### config.mk
export PLATFORM = sky130hd
export DESIGN_NAME = postfix_stack_evaluator
export DESIGN_NICKNAME = d
export VERILOG_FILES = /design/src/rtl/core/pse_pkg.sv /design/src/rtl/core/pse_ram.sv /design/src/rtl/core/pse_datapath.sv /design/src/rtl/core/pse_ctrl.sv /design/src/rtl/core/postfix_stack_evaluator.sv
export SDC_FILE = /design/constraint.sdc
export NUM_CORES = 2
export LEC_CHECK = 0
export BUFFER_PORTS_ARGS = -buffer_cell sky130_fd_sc_hd__clkbuf_2
export CORE_UTILIZATION = 45
export DETAILED_ROUTE_END_ITERATION = 10
export RECOVER_POWER = 100
export SLEW_MARGIN = 5
export SYNTH_ARGS = -nofsm -noshare
export SYNTH_HDL_FRONTEND = slang
export SYNTH_SLANG_ARGS = --single-unit
### constraint.sdc
create_clock -name clock -period 8.7 [get_ports clock]
set_clock_uncertainty 0.2 [all_clocks]
set_input_delay 0.435 -clock clock [delete_from_list [all_inputs] [get_ports clock]]
set_output_delay 0.435 -clock clock [all_outputs]
set_load 0.005 [all_outputs]
### src/rtl/core/pse_pkg.sv
// Package: shared types, constants and codes for the postfix stack evaluator.
`default_nettype none
package pse_pkg;

   localparam int unsigned DefStackDepth = 16;
   localparam int unsigned DataWidth     = 32;

   localparam logic [7:0] ChZero  = 8'h30;
   localparam logic [7:0] ChNine  = 8'h39;
   localparam logic [7:0] ChUpA   = 8'h41;
   localparam logic [7:0] ChUpZ   = 8'h5A;
   localparam logic [7:0] ChLoA   = 8'h61;
   localparam logic [7:0] ChLoZ   = 8'h7A;
   localparam logic [7:0] ChPlus  = 8'h2B;
   localparam logic [7:0] ChMinus = 8'h2D;
   localparam logic [7:0] ChStar  = 8'h2A;
   localparam logic [7:0] ChSlash = 8'h2F;
   localparam logic [7:0] ChCaret = 8'h5E;

   typedef enum logic [1:0] {
      ERR_NONE      = 2'd0,
      ERR_UNDERFLOW = 2'd1,
      ERR_DIVZERO   = 2'd2,
      ERR_OVERFLOW  = 2'd3
   } err_type;

   typedef struct packed {
      logic [7:0]         token_char;
      logic signed [31:0] operand_value;
      logic               last_token;
   } req_type;

   typedef struct packed {
      logic signed [31:0] result_value;
      logic [1:0]         status;
   } rsp_type;

   // Commands from controller to datapath
   typedef enum logic [2:0] {
      CMD_NOP,
      CMD_LOAD,     // latch request word
      CMD_RD_RHS,   // start read of top entry
      CMD_RD_LHS,   // capture rhs, start read of next entry
      CMD_CAP_LHS,  // capture lhs
      CMD_STEP,     // set-up, or one iteration of divide or power
      CMD_PUSH,     // push result or token value
      CMD_FINAL     // pop for result and clear
   } cmd_type;

   typedef struct packed {
      cmd_type cmd;
   } ctl_type;

   typedef struct packed {
      logic is_push;     // letter or digit
      logic iter_done;
      logic last;
   } sts_type;

endpackage
`default_nettype wire

### src/rtl/core/pse_ram.sv
// Generic single-port RAM with registered read.
`default_nettype none
module pse_ram #(
   parameter int unsigned Width = 32,
   parameter int unsigned Depth = 16
) (
   input  wire logic                     clock,
   input  wire logic                     wr_en,
   input  wire logic [$clog2(Depth)-1:0] addr,
   input  wire logic [Width-1:0]         wr_data,
   output logic      [Width-1:0]         rd_data
);

   logic [Width-1:0] mem_ff [Depth];

   // Write and read at one address
   always_ff @(posedge clock) begin
      if (wr_en) begin
         mem_ff[addr] <= wr_data;
      end
      rd_data <= mem_ff[addr];
   end

endmodule
`default_nettype wire

### src/rtl/core/pse_datapath.sv
// Datapath: operand stack, arithmetic and the iterative divide and power unit.
`default_nettype none
module pse_datapath #(
   parameter int unsigned StackDepth = pse_pkg::DefStackDepth
) (
   input  wire logic             clock,
   input  wire logic             reset,
   input  wire pse_pkg::req_type req_word,
   input  wire pse_pkg::ctl_type ctl,
   output pse_pkg::sts_type      sts,
   output pse_pkg::rsp_type      rsp_word
);

   localparam int unsigned AW = $clog2(StackDepth);
   localparam int unsigned DW = $clog2(StackDepth + 1);
   localparam logic [DW-1:0] FullCount = DW'(StackDepth);

   pse_pkg::req_type req_ff;
   logic [DW-1:0]  depth_ff, depth_in;
   pse_pkg::err_type err_ff, err_in;
   logic [31:0]    rhs_ff, rhs_in, lhs_ff, lhs_in;
   logic           lhs_ok_ff, lhs_ok_in;
   // iterative unit
   logic [31:0]    acc_ff, acc_in, sq_ff, sq_in, ex_ff, ex_in;
   logic [31:0]    rem_ff, rem_in;
   logic [5:0]     cnt_ff, cnt_in;
   logic           neg_ff, neg_in;
   pse_pkg::rsp_type rsp_ff, rsp_in;

   logic [AW-1:0]  ram_addr;
   logic           ram_we;
   logic [31:0]    ram_wdata, ram_rdata;

   logic           is_letter, is_digit, is_div, is_pow;
   logic [31:0]    push_val, op_res, abs_l, abs_r;
   logic           op_div0, ovf;
   logic [32:0]    trial;

   assign is_letter = (req_ff.token_char inside {[pse_pkg::ChUpA:pse_pkg::ChUpZ]}) ||
                      (req_ff.token_char inside {[pse_pkg::ChLoA:pse_pkg::ChLoZ]});
   assign is_digit  = req_ff.token_char inside {[pse_pkg::ChZero:pse_pkg::ChNine]};
   assign is_div    = req_ff.token_char == pse_pkg::ChSlash;
   assign is_pow    = req_ff.token_char == pse_pkg::ChCaret;

   assign abs_l = lhs_ff[31] ? (32'd0 - lhs_ff) : lhs_ff;
   assign abs_r = rhs_ff[31] ? (32'd0 - rhs_ff) : rhs_ff;

   // Restoring divide step: shift one dividend bit into the remainder
   assign trial = {rem_ff, ex_ff[31]} - {1'b0, sq_ff};

   pse_ram #(.Width(32), .Depth(StackDepth)) u_stack (
      .clock(clock), .wr_en(ram_we), .addr(ram_addr),
      .wr_data(ram_wdata), .rd_data(ram_rdata)
   );

   // Value of the push and its error
   always_comb begin
      op_res  = 32'd0;
      op_div0 = 1'b0;
      if (is_letter) begin
         op_res = req_ff.operand_value;
      end else if (is_digit) begin
         op_res = {24'd0, req_ff.token_char - pse_pkg::ChZero};
      end else begin
         case (req_ff.token_char)
            pse_pkg::ChPlus:  op_res = lhs_ff + rhs_ff;
            pse_pkg::ChMinus: op_res = lhs_ff - rhs_ff;
            pse_pkg::ChStar:  op_res = lhs_ff * rhs_ff;
            pse_pkg::ChSlash: begin
               op_div0 = rhs_ff == 32'd0;
               op_res  = op_div0 ? 32'd0 : (neg_ff ? 32'd0 - acc_ff : acc_ff);
            end
            pse_pkg::ChCaret: begin
               if (rhs_ff[31]) begin
                  op_div0 = lhs_ff == 32'd0;
                  if (lhs_ff == 32'd1) op_res = 32'd1;
                  else if (lhs_ff == 32'hFFFF_FFFF)
                     op_res = rhs_ff[0] ? 32'hFFFF_FFFF : 32'd1;
                  else op_res = 32'd0;
               end else begin
                  op_res = acc_ff;
               end
            end
            default: op_res = 32'd0;
         endcase
      end
   end
   assign push_val = op_res;
   assign ovf      = depth_ff >= FullCount;

   // Stack, operand and iteration registers
   always_comb begin
      depth_in = depth_ff;
      err_in   = err_ff;
      rhs_in = rhs_ff; lhs_in = lhs_ff;
      lhs_ok_in = lhs_ok_ff;
      acc_in = acc_ff; sq_in = sq_ff; ex_in = ex_ff; rem_in = rem_ff;
      cnt_in = cnt_ff; neg_in = neg_ff;
      rsp_in = rsp_ff;
      ram_we = 1'b0;
      ram_wdata = push_val;
      ram_addr = depth_ff[AW-1:0] - AW'(1);
      case (ctl.cmd)
         pse_pkg::CMD_RD_RHS: begin
            ram_addr = depth_ff[AW-1:0] - AW'(1);
         end
         pse_pkg::CMD_RD_LHS: begin
            ram_addr = depth_ff[AW-1:0] - AW'(2);
            if (depth_ff != '0) begin
               depth_in = depth_ff - DW'(1);
               rhs_in   = ram_rdata;
            end else begin
               rhs_in = 32'd1;
               if (err_ff == pse_pkg::ERR_NONE) err_in = pse_pkg::ERR_UNDERFLOW;
            end
         end
         pse_pkg::CMD_CAP_LHS: begin
            lhs_ok_in = depth_ff != '0;
            if (depth_ff != '0) depth_in = depth_ff - DW'(1);
         end
         pse_pkg::CMD_STEP: begin
            if (cnt_ff == 6'd0) begin
               // first cycle: latch lhs and set up unit
               lhs_in = lhs_ok_ff ? lhs_ff : 32'd1;
               if (!lhs_ok_ff && err_ff == pse_pkg::ERR_NONE)
                  err_in = pse_pkg::ERR_UNDERFLOW;
               cnt_in = 6'd1;
               acc_in = is_div ? 32'd0 : 32'd1;
               rem_in = 32'd0;
               neg_in = 1'b0;
               sq_in  = 32'd0;
               ex_in  = 32'd0;
            end else if (cnt_ff == 6'd1) begin
               cnt_in = 6'd2;
               if (is_div) begin
                  sq_in = abs_r; ex_in = abs_l; neg_in = lhs_ff[31] ^ rhs_ff[31];
               end else begin
                  sq_in = lhs_ff; ex_in = rhs_ff;
               end
            end else if (cnt_ff < 6'd34) begin
               cnt_in = cnt_ff + 6'd1;
               if (is_div) begin
                  if (!trial[32]) begin
                     rem_in = trial[31:0];
                     acc_in = {acc_ff[30:0], 1'b1};
                  end else begin
                     rem_in = {rem_ff[30:0], ex_ff[31]};
                     acc_in = {acc_ff[30:0], 1'b0};
                  end
                  ex_in = {ex_ff[30:0], 1'b0};
               end else begin
                  if (ex_ff[0]) acc_in = acc_ff * sq_ff;
                  sq_in = sq_ff * sq_ff;
                  ex_in = {1'b0, ex_ff[31:1]};
               end
            end
         end
         pse_pkg::CMD_PUSH: begin
            cnt_in = 6'd0;
            if (!is_letter && !is_digit && !is_div && !is_pow && !lhs_ok_ff
                && err_ff == pse_pkg::ERR_NONE) begin
               err_in = pse_pkg::ERR_UNDERFLOW;
            end else if (!is_letter && !is_digit && op_div0
                && err_ff == pse_pkg::ERR_NONE) begin
               err_in = pse_pkg::ERR_DIVZERO;
            end
            if (ovf) begin
               if (err_in == pse_pkg::ERR_NONE) err_in = pse_pkg::ERR_OVERFLOW;
            end else begin
               ram_we   = 1'b1;
               ram_addr = depth_ff[AW-1:0];
               depth_in = depth_ff + DW'(1);
            end
         end
         pse_pkg::CMD_FINAL: begin
            rsp_in.result_value = (depth_ff != '0) ? ram_rdata : 32'sd1;
            rsp_in.status = ((depth_ff == '0) && err_ff == pse_pkg::ERR_NONE)
                          ? pse_pkg::ERR_UNDERFLOW : err_ff;
            depth_in = '0;
            err_in   = pse_pkg::ERR_NONE;
         end
         default: ;
      endcase
      // The lhs is captured raw for every operator; the first STEP fixes it up
      if (ctl.cmd == pse_pkg::CMD_CAP_LHS) begin
         lhs_in = ram_rdata;
      end
   end

   // Request capture and registers
   always_ff @(posedge clock) begin
      if (ctl.cmd == pse_pkg::CMD_LOAD) req_ff <= req_word;
      rhs_ff <= rhs_in; lhs_ff <= lhs_in;
      acc_ff <= acc_in; sq_ff <= sq_in; ex_ff <= ex_in; rem_ff <= rem_in;
      neg_ff <= neg_in; rsp_ff <= rsp_in;
      lhs_ok_ff <= lhs_ok_in;
      if (reset) begin
         depth_ff <= '0;
         err_ff   <= pse_pkg::ERR_NONE;
         cnt_ff   <= 6'd0;
      end else begin
         depth_ff <= depth_in;
         err_ff   <= err_in;
         cnt_ff   <= cnt_in;
      end
   end

   assign sts.is_push   = is_letter || is_digit;
   assign sts.iter_done = (is_div || is_pow) ? (cnt_ff == 6'd34) : (cnt_ff == 6'd1);
   assign sts.last      = req_ff.last_token;
   assign rsp_word      = rsp_ff;

endmodule
`default_nettype wire

### src/rtl/core/pse_ctrl.sv
// Controller: sequences one token word through the datapath.
`default_nettype none
module pse_ctrl (
   input  wire logic             clock,
   input  wire logic             reset,
   input  wire logic             req_valid,
   output logic                  req_stall,
   output logic                  rsp_valid,
   input  wire logic             rsp_stall,
   input  wire pse_pkg::sts_type sts,
   output pse_pkg::ctl_type      ctl
);

   typedef enum logic [3:0] {
      S_IDLE, S_DECODE, S_RHS, S_LHS, S_CAP, S_STEP, S_PUSH,
      S_FRD, S_FWAIT, S_FINAL, S_OUT
   } state_type;

   state_type state_ff, state_in;
   logic      rsp_valid_ff, rsp_valid_in;

   // Next state and command
   always_comb begin
      state_in = state_ff;
      rsp_valid_in = rsp_valid_ff;
      ctl.cmd = pse_pkg::CMD_NOP;
      if (rsp_valid_ff && !rsp_stall) rsp_valid_in = 1'b0;
      case (state_ff)
         S_IDLE: begin
            if (req_valid) begin
               ctl.cmd = pse_pkg::CMD_LOAD;
               state_in = S_DECODE;
            end
         end
         S_DECODE: state_in = sts.is_push ? S_PUSH : S_RHS;
         S_RHS: begin ctl.cmd = pse_pkg::CMD_RD_RHS; state_in = S_LHS; end
         S_LHS: begin ctl.cmd = pse_pkg::CMD_RD_LHS; state_in = S_CAP; end
         S_CAP: begin ctl.cmd = pse_pkg::CMD_CAP_LHS; state_in = S_STEP; end
         S_STEP: begin
            ctl.cmd = pse_pkg::CMD_STEP;
            if (sts.iter_done) state_in = S_PUSH;
         end
         S_PUSH: begin
            ctl.cmd = pse_pkg::CMD_PUSH;
            state_in = sts.last ? S_FRD : S_IDLE;
         end
         S_FRD: begin ctl.cmd = pse_pkg::CMD_RD_RHS; state_in = S_FWAIT; end
         S_FWAIT: state_in = rsp_valid_ff ? S_FWAIT : S_FINAL;
         S_FINAL: begin
            ctl.cmd = pse_pkg::CMD_FINAL;
            state_in = S_OUT;
         end
         S_OUT: begin rsp_valid_in = 1'b1; state_in = S_IDLE; end
         default: state_in = S_IDLE;
      endcase
   end

   // State and registered outputs
   always_ff @(posedge clock) begin
      if (reset) begin
         state_ff     <= S_IDLE;
         rsp_valid_ff <= 1'b0;
      end else begin
         state_ff     <= state_in;
         rsp_valid_ff <= rsp_valid_in;
      end
   end

   assign req_stall = state_ff != S_IDLE;
   assign rsp_valid = rsp_valid_ff;

endmodule
`default_nettype wire

### src/rtl/core/postfix_stack_evaluator.sv
// Top level of the postfix stack evaluator.
`default_nettype none
// Takes one postfix token word at a time and keeps a STACK_DEPTH-entry operand
// stack in a single-port RAM. A letter or digit is pushed directly; + - * and
// unknown operators pop two operands and push one; / and ^ also run the shared
// 32-step divide / square-and-multiply unit. A word marked last then pops
// the result; the result register holds it until taken. Further tokens are
// accepted while it waits, but the final pop of a later word marked last
// waits until the held result has been taken.
module postfix_stack_evaluator #(
   parameter int unsigned STACK_DEPTH = pse_pkg::DefStackDepth
) (
   input  wire logic             clock,
   input  wire logic             reset,
   input  wire logic             req_valid,
   output logic                  req_stall,
   input  wire pse_pkg::req_type req_data,
   output logic                  rsp_valid,
   input  wire logic             rsp_stall,
   output pse_pkg::rsp_type      rsp_data
);

   pse_pkg::ctl_type ctl;
   pse_pkg::sts_type sts;

   pse_ctrl u_ctrl (
      .clock(clock), .reset(reset), .req_valid(req_valid), .req_stall(req_stall),
      .rsp_valid(rsp_valid), .rsp_stall(rsp_stall), .sts(sts), .ctl(ctl)
   );

   pse_datapath #(.StackDepth(STACK_DEPTH)) u_dp (
      .clock(clock), .reset(reset), .req_word(req_data), .ctl(ctl),
      .sts(sts), .rsp_word(rsp_data)
   );

`ifndef SYNTHESIS
   // Held result word stays put while stalled
   assert property (@(posedge clock) disable iff (reset)
      rsp_valid && rsp_stall |=> $stable(rsp_data))
      else $error("result changed under stall");
   // No word taken while a result is being formed
   assert property (@(posedge clock) disable iff (reset)
      ctl.cmd == pse_pkg::CMD_FINAL |-> req_stall)
      else $error("input accepted during final pop");
`endif

endmodule
`default_nettype wire

# Yosys cells after proc, flatten, opt, wreduce, memory -nomap -nowiden
# Memories as Yosys holds them, arrays and structs flattened. A register that Yosys moved wholly into a read port is not among the register bits.
# Index checks and enable logic that the tools add are counted.
op_classes:
  addsub: 12
  multipliers: 3
  magnitude_cmp: 8
  n_eq_ne: 37
  mux: 75
  n_bitwise: 1
  reduce_logical: 54
op_table:
  columns: ["cell", "n"]
  rows:
  - ["$mux 32", 32]
  - ["$pmux 32 s5", 1]
  - ["$mul 32x32->32", 3]
  - ["$sub 1x32->32 const A", 3]
  - ["$logic_not 32->1", 2]
  - ["$pmux 4 s10", 1]
  - ["$sub 33x32->33", 1]
  - ["$add 32x32->32", 1]
  - ["$eq 32x1->1 const B", 1]
  - ["$eq 32x32->1 const B", 1]
  - ["$eq 8x6->1 const B", 4]
  - ["$sub 32x32->32", 1]
  - ["$pmux 3 s7", 1]
  - ["$mux 2", 9]
  - ["$mux 6", 3]
  - ["$eq 4x3->1 const B", 4]
  - ["$ge 8x7->1 const B", 2]
  - ["$le 8x7->1 const B", 2]
  - ["$mux 1", 16]
  - ["$pmux 5 s3", 1]
  - ["$reduce_bool 2->1", 7]
  - ["$logic_and 1x1->1", 13]
  - ["$eq 3x3->1 const B", 4]
  - ["$eq 4x4->1 const B", 3]
  - ["43 further kinds", 74]
word_totals:
  ff_bits: 287
  ramBits: 512
  input_bits: 45
  out_inout_bits: 36
  elab_cells: 209
  memories: 1
mem_list:
  columns: ["name", "words", "word_bits", "rd", "rd_ports_with_merged_regs", "write_ports", "line", "rtl"]
  rows:
  - ["u_dp.u_stack.mem_ff", 16, 32, 1, 1, 1, "pse_ram.sv:14", "logic [Width-1:0] mem_ff [Depth];"]

# Longest topological paths before layout
depth:
  ltp_word: 15
  ltp_mapped: 31

# Modules after synthesis
# From an unflattened synthesis, not the netlist that was laid out.
hier_totals:
  cells_unflattened: 7968
  hier_area_um2: 83515.1
by_module_without_submodules:
  columns: ["mod", "instances", "cells_per_inst", "area_each_um2"]
  rows:
  - ["pse_datapath", 1, 7079, 63297.0]
  - ["pse_ram", 1, 840, 19862.8]
  - ["pse_ctrl", 1, 49, 355.3]

# Worst setup path before layout
# No wires, ideal clock.
synth_timing:
  path_kind: "register -> register"
  startpoint: "register u_dp.lhs_ff[12]"
  endpoint: "memory u_dp.u_stack.mem_ff[0][30] (data pin)"
  setup_ps: 302
  t_arrival_ps: 7397
  setup_slack_ps: 801
  stages_incl_launch_ff: 25
  path_buffers: 3
  synth_period_minus_slack_ps: 7899
  path_cell_list: "edfxtp_1 clkbuf_1 clkbuf_1 clkbuf_1 and2_1 fa_1 fa_1 fa_1 inv_1 fa_1 inv_1 fa_1 fa_1 fa_1 fa_1 ha_1 nand2_1 a2bb2oi_1 o31ai_1 o41ai_1 o211ai_1 o211ai_1 xnor2_1 nand2_1 a31oi_1"
synth_between:
  elab_chain_len: 7
synth_rtl:
  columns: ["element", "line", "rtl"]
  rows:
  - ["start: declaration", "pse_datapath.sv:21", "logic [31:0] rhs_ff, rhs_in, lhs_ff, lhs_in;"]
  - ["start signal: assignment", "pse_datapath.sv:193", "rhs_ff <= rhs_in; lhs_ff <= lhs_in;"]
  - ["parallel branches: the longest is 4 deep, another holds $mul 32x32->32", null, null]
  - ["$pmux 32 s5 *", "pse_datapath.sv:65", "case (req_ff.token_char)"]
  - ["$mux 32 *", "pse_datapath.sv:62", "end else if (is_digit) begin"]
  - ["$mux 32 *", "pse_datapath.sv:60", "if (is_letter) begin"]
  - ["net u_dp.op_res[30]", "pse_datapath.sv:35", "logic [31:0] push_val, op_res, abs_l, abs_r;"]
  - ["end: declaration", "pse_ram.sv:14", null]
# Mark *: on every way through the listed nets, which the timed path passes.

# Worst setup path after layout
layout_timing:
  startpoint: "register u_dp.lhs_ff[11]"
  endpoint: "memory u_dp.u_stack.mem_ff[15][22] (data pin)"
# The elaborated chain is that of the path after synthesis.

==> metrics.cfg <==
[worst_setup_path]
path_common_cell=fa_1
arrival_ns=8.51
worstPathCellList=and2_0, fa_1, inv_1, fa_1, fa_1, fa_1, inv_1, ha_1, ha_1, fa_1, fa_1, ha_1, o21ai_0, nor2_1, o2bb2ai_1, a31oi_1, clkbuf_1, o31ai_1, o41ai_1, buf_4, xnor2_1, a21oi_1, o21ai_1
critical_path.max_fanout=16
cpPeakStageDelay_ns=0.96
cpMaxStageDelayCell=o21ai_1
critPathLaunchType=register
worstSetupPathType=reg -> reg
required_ns=8.87
end_kind=register

[grt]
grt_pass1_wl_um=394000
grt_start_max_net_pins=132
antenna_found_initial=8
grt_pass1_vias=61987
grtUsageTotal=0.284
overflow=0

[logic_synthesis]
ys_seq_elements=831
synth_top_cell_area_share=0.283
synthFlopType=edfxtp_1
netlist_top_cells_count=inv_1, fa_1, nand2_1, edfxtp_1, and2_1
yosysUniqueCellTypes=90
synth_edf_count=781
synth.area.top_cells=fa_1, edfxtp_1, ha_1, inv_1, nand2_1
yosysTopAreaCell=fa_1
synthCells=7927
synth_most_common_cell=inv_1
async_flop_share=0
syn_nets=9615
seq_area_frac_synth=0.292
avgSynthCellArea_um2=10.6
yosys_warnings=0
synth_area_um2=83800

[timing]
fin_tns_setup_ns=0
setup_viol_count_final=0
maxSlewViolCount=706
fmax_mhz=120
hold_viol_final=0
period_minus_slack_ns=8.34
worstMarginPinSlew_ns=3.33
maxSlewHeadroom=-1.23
fin_crit_sh=0.959
timing.hold.ws_ns=0.185
grt_setup_unrepaired=no

[route]
firstDrtPassIters=9
drc_errors=0
ant_nets=0
drt_iter0_drc=5341
vias=59022
postRouteWirelength_um=262000
vias_per_cell=5.59
routedWlPerCell_um=24.8

[power_and_ir_drop]
power.total_uw=23100
p_leak_uw=0.0404
ir_worst_vdd_mv=0.916
powerDensity_nw_per_um2=252

[floorplanning]
fp.dieH_um=433
die_w_um=433
start_util=0.452
rows=158
dieArea_um2=188000
io_pins=81
core_area_um2=185000

[clock_tree]
cts_root_buf=clkbuf_16
cts_buffer_depth=3
clock-sinks=831
clk_pin_slew_worst_paths_ns=0.06
clock_tree.htree_level_count=3
clock_latency_ns=0.75
cts_inserted_buffers=93
cts_tree=yes

[finish]
register_area_um2=24500
syn_to_final_growth_pct=9.29
fill_cells=16842
multi_input_area_um2=52200
drive_above_1_share=0.0822
nets=9687
utilization=0.494

[placed_design]
gp_congestion=0.937
post-dp-hpwl_um=198000
port_buffers=80

[job]
drv_cap=22

[run_status]
status=finished with violations
violations=capacitance limit, slew limit

[min_path]
hold_path.class=in -> reg

-- registers in the layout (all words and copies together), names as in the netlist --
signal,cells
u_dp.neg_ff,1
u_dp.sq_ff,32
u_dp.ex_ff,32
u_dp.acc_ff,32
u_dp.depth_ff,5
u_dp.cnt_ff,6
u_dp.sts,1
u_dp.rsp_word,34
u_dp.u_stack.mem_ff,512
u_dp.rem_ff,32
u_dp.lhs_ok_ff,1
u_dp.lhs_ff,32
u_dp.u_stack.rd_data,32
u_dp.req_ff,40
u_ctrl.state_ff,4
u_dp.err_ff,2
u_dp.rhs_ff,32
u_ctrl.rsp_valid,1
-- worst paths after layout --
path | end | slack (ns) | cells past startpoint | startpoint
hold / removal | u_dp.req_ff[13] | 0.18 | 2 | req_data[13]
hold reg to reg | u_dp.depth_ff[1] | 0.31 | 2 | u_dp.depth_ff[1]
setup reg to reg | u_dp.u_stack.mem_ff[15][22] | 0.36 | 23 | u_dp.lhs_ff[11]
setup / recovery | u_dp.u_stack.mem_ff[15][22] | 0.36 | 23 | u_dp.lhs_ff[11]
-- report_power, final --
part	switching, µW	total, µW	internal (µW)	leakage [µW]
logic	8450	14400	5910	0.0312
registers	83.1	4540	4460	0.00766
clock network	1790	4190	2400	0.00156
total	10300	23100	12800	0.0404
-- layout make-up --
type,instances,share of cell area
Clock inverter,62,0.00902
Sequential cell,831,0.267
Clock buffer,112,0.0267
Antenna cell,5,0.000137
Tap cell,2480,0.0339
Timing Repair Buffer,426,0.0336
Multi-Input combinational cell,5192,0.570
Inverter,1455,0.0596
-- placed cells by master (no fill, tap or decap), drive strengths merged, types with 17 or more instances in the layout --
master       netlist  routed
o22ai             42      42
ha               457     457
nor2             399     399
or3               37      37
dfxtp             50      50
edfxtp           781     781
a21oi            244     244
fa              1186    1186
a21o              74      74
clkbuf           383     240
o21ai            154     154
buf               66     253
or4               20      20
dlygate4sd3        0      45
nor2b             17      17
o21bai            21      21
mux2i             63      63
nor3              48      48
xnor2            209     209
o21a              29      29
inv             1445    1445
nand2            974     974
a31oi             30      30
clkinv            10      52
nand4             22      22
mux4             160     160
o31ai             41      41
nand2b            34      34
and3              18      18
xor2             146     146
and2             476     476
nand3             45      45
a211oi            55      55
-- routing by layer --
metal,vias to the layer above,global-route usage,share of wire
met2,2419,0.477,0.48
li1,25537,-,-
met1,30475,0.363,0.39
met3,583,0.0432,0.073
met5,-,0,0.00019
met4,8,0.125,0.054
-- metrics by stage --
stage | setup slack, ns | cells | cell area [µm²]
final | 0.359 | 10563 | 91600
after global routing | 0.0389 | 10558 | 91600
after CTS | 0.187 | 10542 | 91800
after detailed placement | 0.241 | 10323 | 88000
after global placement | 0.276 | 10323 | 88000
after floorplan | 0.801 | 7927 | 83800
-- kinds of logic after synthesis --
| family | after synthesis | synth area share |
|---|---|---|
| xor gates and xnor gates | 355 | 0.0371 |
| AOI/OAI and AO/OA | 826 | 0.0637 |
| muxes | 226 | 0.0509 |
| DFF | 831 | 0.292 |
| buffers and inverters | 1904 | 0.0860 |
| and+or+nand+nor | 2142 | 0.119 |
| adders and majority gates | 1643 | 0.352 |
-- critical path: cells and delay by family (launching register included) --
family	cells	cell delay (ns)
buffers and inverters	4	0.52
DFF	1	0.69
adders and majority gates	9	3.86
AOI/OAI and AO/OA	7	2.16
and+or+nand+nor	2	0.42
xor gates and xnor gates	1	0.13
-- what timing repair did --
action | in CTS | in global routing
endpoints found under the setup margin | 0 | 115
setup buffers | 0 | 16
hold endpoints to repair | 58 | 0
hold buffers | 45 | 0
resized for setup | 0 | 4
Power figures use the tool's default switching activity.
